`config.mk`:
```
export PLATFORM = sky130hd
export DESIGN_NAME = sha256_message_hasher_top
export DESIGN_NICKNAME = d
export VERILOG_FILES = /design/src/sv/shamh_pkg.sv /design/src/sv/sha256_message_hasher_top.sv
export SDC_FILE = /design/constraint.sdc
export NUM_CORES = 2
export LEC_CHECK = 0
export ABC_CLOCK_PERIOD_IN_PS = 44000
export BUFFER_PORTS_ARGS = -buffer_cell sky130_fd_sc_hd__buf_2
export CORE_ASPECT_RATIO = 1.5
export CORE_MARGIN = 8
export CORE_UTILIZATION = 40
export DETAILED_ROUTE_END_ITERATION = 10
export SYNTH_ARGS = -nofsm -noshare
export SYNTH_HDL_FRONTEND = slang
export SYNTH_SLANG_ARGS = --single-unit
```
`constraint.sdc`:
```
create_clock -name clock -period 44 [get_ports clock]
set_clock_uncertainty 0.15 [all_clocks]
set_input_delay 4.4 -clock clock [delete_from_list [all_inputs] [get_ports clock]]
set_output_delay 4.4 -clock clock [all_outputs]
set_load 0.01 [all_outputs]
```
`src/sv/shamh_pkg.sv`:
```
// ----------------------------------------------------------------------------
// shamh_pkg
// Shared constants, round constants and sigma functions for the hasher.
// ----------------------------------------------------------------------------
package shamh_pkg;

   localparam int unsigned WORD_W  = 32;
   localparam int unsigned WORDS   = 8;
   localparam int unsigned ROUNDS  = 64;
   localparam int unsigned FILL_W  = 6;
   localparam int unsigned LEN_W   = 64;

   // action codes carried on tuser
   localparam logic ACT_ABSORB = 1'b0;
   localparam logic ACT_FINISH = 1'b1;

   localparam logic [7:0] PAD_MARK     = 8'h80;
   localparam logic [5:0] LEN_OFFSET   = 6'd56;
   localparam logic [5:0] LAST_BYTE    = 6'd63;
   localparam logic [3:0] LEN_BYTES    = 4'd8;

   typedef logic [WORD_W-1:0] word_type;
   typedef word_type [WORDS-1:0] hash_type;

   localparam hash_type INIT_HASH = '{
      32'h5be0cd19, 32'h1f83d9ab, 32'h9b05688c, 32'h510e527f,
      32'ha54ff53a, 32'h3c6ef372, 32'hbb67ae85, 32'h6a09e667
   };

   localparam word_type ROUND_K [ROUNDS] = '{
      32'h428a2f98, 32'h71374491, 32'hb5c0fbcf, 32'he9b5dba5,
      32'h3956c25b, 32'h59f111f1, 32'h923f82a4, 32'hab1c5ed5,
      32'hd807aa98, 32'h12835b01, 32'h243185be, 32'h550c7dc3,
      32'h72be5d74, 32'h80deb1fe, 32'h9bdc06a7, 32'hc19bf174,
      32'he49b69c1, 32'hefbe4786, 32'h0fc19dc6, 32'h240ca1cc,
      32'h2de92c6f, 32'h4a7484aa, 32'h5cb0a9dc, 32'h76f988da,
      32'h983e5152, 32'ha831c66d, 32'hb00327c8, 32'hbf597fc7,
      32'hc6e00bf3, 32'hd5a79147, 32'h06ca6351, 32'h14292967,
      32'h27b70a85, 32'h2e1b2138, 32'h4d2c6dfc, 32'h53380d13,
      32'h650a7354, 32'h766a0abb, 32'h81c2c92e, 32'h92722c85,
      32'ha2bfe8a1, 32'ha81a664b, 32'hc24b8b70, 32'hc76c51a3,
      32'hd192e819, 32'hd6990624, 32'hf40e3585, 32'h106aa070,
      32'h19a4c116, 32'h1e376c08, 32'h2748774c, 32'h34b0bcb5,
      32'h391c0cb3, 32'h4ed8aa4a, 32'h5b9cca4f, 32'h682e6ff3,
      32'h748f82ee, 32'h78a5636f, 32'h84c87814, 32'h8cc70208,
      32'h90befffa, 32'ha4506ceb, 32'hbef9a3f7, 32'hc67178f2
   };

   function automatic word_type rotr(input word_type x, input int unsigned n);
      rotr = (x >> n) | (x << (WORD_W - n));
   endfunction

   function automatic word_type sig0(input word_type x);
      sig0 = rotr(x, 7) ^ rotr(x, 18) ^ (x >> 3);
   endfunction

   function automatic word_type sig1(input word_type x);
      sig1 = rotr(x, 17) ^ rotr(x, 19) ^ (x >> 10);
   endfunction

   function automatic word_type bsig0(input word_type x);
      bsig0 = rotr(x, 2) ^ rotr(x, 13) ^ rotr(x, 22);
   endfunction

   function automatic word_type bsig1(input word_type x);
      bsig1 = rotr(x, 6) ^ rotr(x, 11) ^ rotr(x, 25);
   endfunction

endpackage

```
`src/sv/sha256_message_hasher_top.sv`:
```
// ----------------------------------------------------------------------------
// sha256_message_hasher_top
// Byte-wide SHA-256 hasher with one shared round unit and byte-serial padding.
// ----------------------------------------------------------------------------
// absorb: one byte per cycle while req_tready is high; the byte that fills a block
// starts 64 rounds on the single round unit and a fold into the hash, with req_tready low
// finish: accepted, then the padding bytes (9..72 bytes) are packed and each padded block
// compressed, then eight digest transactions, one per cycle while rsp_tready is high
// reset: synchronous, active high; restores the initial hash, zero length
module sha256_message_hasher_top (
   input  logic        clock,
   input  logic        reset,
   input  logic        req_tvalid,
   output logic        req_tready,
   input  logic [7:0]  req_tdata,   // [7:0] data_byte
   input  logic        req_tuser,   // [0] action
   output logic        rsp_tvalid,
   input  logic        rsp_tready,
   output logic [39:0] rsp_tdata,   // [31:0] digest_word, [34:32] word_index, zero pad
   output logic        rsp_tlast
);

   typedef enum logic [2:0] {
      ST_IDLE, ST_PAD, ST_ROUND, ST_ADD, ST_OUT
   } state_type;

   state_type               state_ff, state_in;
   shamh_pkg::hash_type     hash_ff, hash_in;
   shamh_pkg::hash_type     v_ff, v_in;
   logic [511:0]            block_ff, block_in;
   logic [5:0]              fill_ff, fill_in;
   logic [63:0]             count_ff, count_in;
   logic [63:0]             len_ff, len_in;
   logic                    fin_ff, fin_in;
   logic                    mark_ff, mark_in;
   logic [3:0]              lcnt_ff, lcnt_in;
   logic [5:0]              rnd_ff, rnd_in;
   logic [2:0]              idx_ff, idx_in;

   logic                    byte_go;
   logic [7:0]              byte_val;
   shamh_pkg::word_type     w_cur, w_new, t1, t2;

   // schedule word and round terms
   always_comb begin
      w_cur = block_ff[511:480];
      w_new = block_ff[511:480] + shamh_pkg::sig0(block_ff[479:448])
            + block_ff[223:192] + shamh_pkg::sig1(block_ff[63:32]);
      t1 = v_ff[7] + shamh_pkg::bsig1(v_ff[4])
         + ((v_ff[4] & v_ff[5]) ^ (~v_ff[4] & v_ff[6]))
         + shamh_pkg::ROUND_K[rnd_ff] + w_cur;
      t2 = shamh_pkg::bsig0(v_ff[0])
         + ((v_ff[0] & v_ff[1]) ^ (v_ff[0] & v_ff[2]) ^ (v_ff[1] & v_ff[2]));
   end

   // sequencer next state
   always_comb begin
      state_in = state_ff;
      hash_in  = hash_ff;
      v_in     = v_ff;
      block_in = block_ff;
      fill_in  = fill_ff;
      count_in = count_ff;
      len_in   = len_ff;
      fin_in   = fin_ff;
      mark_in  = mark_ff;
      lcnt_in  = lcnt_ff;
      rnd_in   = rnd_ff;
      idx_in   = idx_ff;
      byte_go  = 1'b0;
      byte_val = 8'h00;

      unique case (state_ff)
         ST_IDLE: begin
            if (req_tvalid) begin
               if (req_tuser == shamh_pkg::ACT_FINISH) begin
                  len_in   = count_ff;
                  fin_in   = 1'b1;
                  mark_in  = 1'b0;
                  lcnt_in  = 4'd0;
                  state_in = ST_PAD;
               end else begin
                  byte_go  = 1'b1;
                  byte_val = req_tdata;
                  count_in = count_ff + 64'd8;
               end
            end
         end
         ST_PAD: begin
            byte_go = 1'b1;
            priority if (!mark_ff) begin
               byte_val = shamh_pkg::PAD_MARK;
               mark_in  = 1'b1;
            end else if (lcnt_ff == 4'd0 && fill_ff != shamh_pkg::LEN_OFFSET) begin
               byte_val = 8'h00;
            end else begin
               byte_val = len_ff[63:56];
               len_in   = {len_ff[55:0], 8'h00};
               lcnt_in  = lcnt_ff + 4'd1;
            end
         end
         ST_ROUND: begin
            v_in     = {v_ff[6:0], t1 + t2};
            v_in[4]  = v_ff[3] + t1;
            block_in = {block_ff[479:0], w_new};
            rnd_in   = rnd_ff + 6'd1;
            if (rnd_ff == shamh_pkg::LAST_BYTE) begin
               state_in = ST_ADD;
            end
         end
         ST_ADD: begin
            for (int i = 0; i < 8; i++) begin
               hash_in[i] = hash_ff[i] + v_ff[i];
            end
            priority if (!fin_ff) begin
               state_in = ST_IDLE;
            end else if (lcnt_ff == shamh_pkg::LEN_BYTES) begin
               idx_in   = 3'd0;
               state_in = ST_OUT;
            end else begin
               state_in = ST_PAD;
            end
         end
         ST_OUT: begin
            if (rsp_tready) begin
               hash_in = {shamh_pkg::word_type'(0), hash_ff[7:1]};
               idx_in  = idx_ff + 3'd1;
               if (idx_ff == 3'd7) begin
                  hash_in  = shamh_pkg::INIT_HASH;
                  count_in = 64'd0;
                  fin_in   = 1'b0;
                  state_in = ST_IDLE;
               end
            end
         end
         default: state_in = ST_IDLE;
      endcase

      // shared byte packer: shift in big-endian, compress on full block
      if (byte_go) begin
         block_in = {block_ff[503:0], byte_val};
         fill_in  = fill_ff + 6'd1;
         if (fill_ff == shamh_pkg::LAST_BYTE) begin
            v_in     = hash_ff;
            rnd_in   = 6'd0;
            state_in = ST_ROUND;
         end
      end
   end

   // state and datapath registers
   always_ff @(posedge clock) begin
      if (reset) begin
         state_ff <= ST_IDLE;
         hash_ff  <= shamh_pkg::INIT_HASH;
         fill_ff  <= '0;
         count_ff <= '0;
         fin_ff   <= 1'b0;
         mark_ff  <= 1'b0;
         lcnt_ff  <= '0;
         rnd_ff   <= '0;
         idx_ff   <= '0;
      end else begin
         state_ff <= state_in;
         hash_ff  <= hash_in;
         fill_ff  <= fill_in;
         count_ff <= count_in;
         fin_ff   <= fin_in;
         mark_ff  <= mark_in;
         lcnt_ff  <= lcnt_in;
         rnd_ff   <= rnd_in;
         idx_ff   <= idx_in;
      end
      v_ff     <= v_in;
      block_ff <= block_in;
      len_ff   <= len_in;
   end

   // ports
   assign req_tready = (state_ff == ST_IDLE);
   assign rsp_tvalid = (state_ff == ST_OUT);
   assign rsp_tdata  = {5'd0, idx_ff, hash_ff[0]};
   assign rsp_tlast  = (idx_ff == 3'd7);

endmodule

```
==> flow_metrics.env <==
export IMPL_crit_fanout=19
export IMPL_dr_first_iter_drc_count=4780
export IMPL_portBuffers=50
export IMPL_clock_latency_ns=0.81
export IMPL_yosys_cell_types_count=98
export IMPL_report_final_setup_viol=0
export IMPL_worst_r2r_path_depth=33
export IMPL_max_clock_freq_mhz=104
export IMPL_first_global_vias=63646
export IMPL_power_density_mw_per_mm2=44.4
export IMPL_crit_arrival_ns=10.18
export IMPL_post_synth_inst_count=8824
export IMPL_cp_buffers_inverters=6
export IMPL_clockRootBuffer="sky130_fd_sc_hd__clkbuf_16"
export IMPL_hp_start="fill_ff[1]"
export IMPL_sequentialPowerShare_pct=36.7
export IMPL_drc=0
export IMPL_power_frac_clock_pct=30.9
export IMPL_hold_path_endpoint="fill_ff[1]"
export IMPL_clkSinkCount=1170
export IMPL_internal_power_mw=2.35
export IMPL_critical_path_slowest_cell="sky130_fd_sc_hd__ha_1"
export IMPL_clock_tree_from_tritoncts="built"
export IMPL_timing_final_crit_share_pct=21.9
export IMPL_postSynth_topFlopCell="sky130_fd_sc_hd__dfxtp_1"
export IMPL_setup_worst_path_end_class="register"
export IMPL_total_neg_setup_slack_ns=0
export IMPL_hold_fix_buffers_cts=0
export IMPL_post_route_cells_drive_above_1_share_pct=5.89
export IMPL_dr_total_vias=63466
export IMPL_crit_top_cell="sky130_fd_sc_hd__o21ai_0"
export IMPL_initial_utilization_pct=40.2
export IMPL_core_area_mm2=0.188
export IMPL_row_count=195
export IMPL_synth_avg_cell_area_um2=8.56
export IMPL_netSwitchingPower_mw=1.28
export IMPL_area_of_combinational_cells_with_multiple_inputs_mm2=0.0424
export IMPL_routability_driven_placement_congestion_ratio=0.961
export IMPL_outcome="finished clean"
export IMPL_slew_headroom_pct=9.82
export IMPL_whs_path_depth=2
export IMPL_setup_worst_path_class="reg2reg"
export IMPL_finalCriticalPeriod_ns=9.62
export IMPL_cellLeakagePower_nw=34.9
export IMPL_fin_max_slew_vios=0
export IMPL_route_detailed_vias_per_inst=5.71
export IMPL_grt_antenna_before_repair=2
export IMPL_power_combinational_fraction_pct=32.3
export IMPL_bufs_on_longest_clock_path=3
export IMPL_antenna_left=0
export IMPL_die_w_um=371
export IMPL_dieArea_mm2=0.203
export IMPL_tritoncts_num_buffers=132
export IMPL_critPathRequiredTime_ns=44.56
export IMPL_worst_hold_path_type="reg2reg"
export IMPL_holdWs_ns=0.346
export IMPL_switching_power_as_a_share_of_total_power_pct=35.3
export IMPL_number_of_max_cap_violations=0
export IMPL_die_height_um=548
export IMPL_grt_total_usage_pct=25.1
export IMPL_synthesis_area_mm2=0.0756
export IMPL_grt_start_max_net_pins=234
export IMPL_final_hold_vio_count=0
export IMPL_max_vdd_ir_drop_uv=41.6
export IMPL_crit_path_start="rnd_ff[1]"
export IMPL_num_io_pins=56
export IMPL_async_reset_ff_share_pct=0
export IMPL_reg2reg_to="v_ff[29]"
export IMPL_worst_setup_path_start_kind="register"
export IMPL_final_net_count=9159
export IMPL_dp_final_hpwl_um=190000
export IMPL_worstReg2RegStart="rnd_ff[1]"
export IMPL_number_of_synthesized_flops_with_an_enable_pin=573
export IMPL_htree_num_levels=4
export IMPL_global_route_wire_length_before_repair_um=392000
export IMPL_fillerInstances=18433
export IMPL_clkSlewWorstSetupHoldPaths_ns=0.06
export IMPL_worst_r2r_setup_slack_ns=34.38
export IMPL_ys_ff_latch=1170
export IMPL_final_seq_area_mm2=0.0292
export IMPL_cp_delay_by_family_top="compound AO/OA/AOI/OAI gates"
export IMPL_synth_yosys_seq_area_share_pct=38.6
export IMPL_synth_warning_count=0
export IMPL_worst_slew_pin_transition_ns=1.35
export IMPL_routed_wire_length_um=263000
export IMPL_wire_per_inst_um=23.7
export IMPL_cts_setup_buffers=0
export IMPL_post_cts_resized_instances=0
export IMPL_post_layout_total_power_mw=3.64
export IMPL_worst_path_max_stage_delay_ns=0.86
export IMPL_detail_route_first_pass_iterations=6
export IMPL_area_growth_from_synthesis_to_layout_pct=8.52
export IMPL_globalRouteOverflowTotal=0
export IMPL_rsz0062_at_grt="false"
==> registers in the layout (all words and copies together) (netlist names) <==
signal and count:
idx_ff 3, rsp_tdata 32, v_ff 256, count_ff 61, fill_ff 6, block_ff 512
hash_ff 224, state_ff 3, rnd_ff 6, lcnt_ff 4, mark_ff 1, fin_ff 1
len_ff 61
==> area by class of cell <==
| type | instances | area share [%] |
|---|---|---|
| Antenna cell | 2 | 0.00610 |
| Clock buffer | 176 | 4.35 |
| Clock inverter | 60 | 0.914 |
| Inverter | 497 | 2.28 |
| Multi-Input combinational cell | 6580 | 51.7 |
| Sequential cell | 1170 | 35.6 |
| Tap cell | 2462 | 3.76 |
| Timing Repair Buffer | 166 | 1.47 |
==> tightest hold or removal path, delay by kind of cell (launching register included) <==
family,cells,cell delay (ns)
and+or+nand+nor,1,0.06
AOI/OAI and AO/OA,1,0.05
DFF,1,0.33
==> layer usage <==
metal / global-route usage (%) / part of all wire (%)
met2: 44.7 / 50
met5: 0 / 0
met3: 2.82 / 4.6
met1: 28.2 / 38
met4: 16.5 / 7.6
==> through the flow <==
| stage | util, % | std cells | cell area [um^2] | worst slack (ns) |
|---|---|---|---|---|
| detailed placement | 41.3 | 10875 | 77700 | 34.48 |
| global route | 43.6 | 11112 | 82000 | 34.00 |
| finish | 43.6 | 11113 | 82000 | 34.38 |
| CTS | 43.6 | 11111 | 82000 | 34.46 |
| global placement | 41.3 | 10875 | 77700 | 34.30 |
| floorplan | - | 8828 | 75600 | 26.24 |
==> worst max-delay path by stage <==
stage | slack [ns] | depth (start not counted) | to
final | 34.38 | 33 | v_ff[29]
after CTS | 34.46 | 33 | v_ff[29]
after detailed placement | 34.48 | 33 | v_ff[29]
after global routing | 34.00 | 33 | v_ff[29]
after floorplan | 26.24 | 7 | block_ff[0]
after global placement | 34.30 | 33 | v_ff[29]
==> cell usage in the layout (no fill, tap or decap), drive strengths merged, types with 166 or more instances in the layout <==
master	netlist	routed
a21o	198	198
a21oi	514	514
buf	75	166
clkbuf	506	176
dfxtp	597	597
edfxtp	573	573
fa	197	197
ha	402	402
inv	494	505
nand2	1672	1672
nor2	806	806
o21ai	529	529
o22ai	261	261
xnor2	350	350
xor2	260	260
==> power groups by stage <==
stage               combinational (mW)  sequential (mW)  clock (mW)
CTS                               1.17             1.34        1.15
detailed placement                1.16             1.36           0
finish                            1.18             1.34        1.13
floorplan                        0.856             1.34           0
global route                      1.30             1.34        1.19
global placement                  1.16             1.36           0
==> cell usage after synthesis (all sizes together) (59+ instances only) <==
cell	number	area share, %
nor2	806	4.0
nor3	159	1.1
a211oi	59	0.59
xor2	260	3.0
o21ai	529	3.5
nand2	1672	8.3
fa	197	5.2
buf	75	0.56
xnor2	350	4.1
o211ai	59	0.59
o22ai	261	2.2
a21o	198	2.0
a21oi	514	3.4
inv	494	2.5
mux2	81	1.2
dfxtp	597	16
o21a	65	0.65
ha	402	6.7
nand3	115	0.76
clkbuf	506	2.5
nand2b	60	0.50
edfxtp	573	23
==> kinds of logic (layout without fill, tap and decap cells) <==
group / count (synthesis) / in the layout / share of synthesized area [%]
compound gates: 2142 / 2142 / 18.0
xor+xnor: 610 / 610 / 7.07
fa+ha+maj: 603 / 603 / 11.9
buf+inv: 1078 / 899 / 5.54
flops: 1170 / 1170 / 38.6
mux: 101 / 101 / 1.52
other cells: 1 / 7 / 0.00496
simple gates: 3119 / 3119 / 17.3
(Power assumes the default switching activity.)
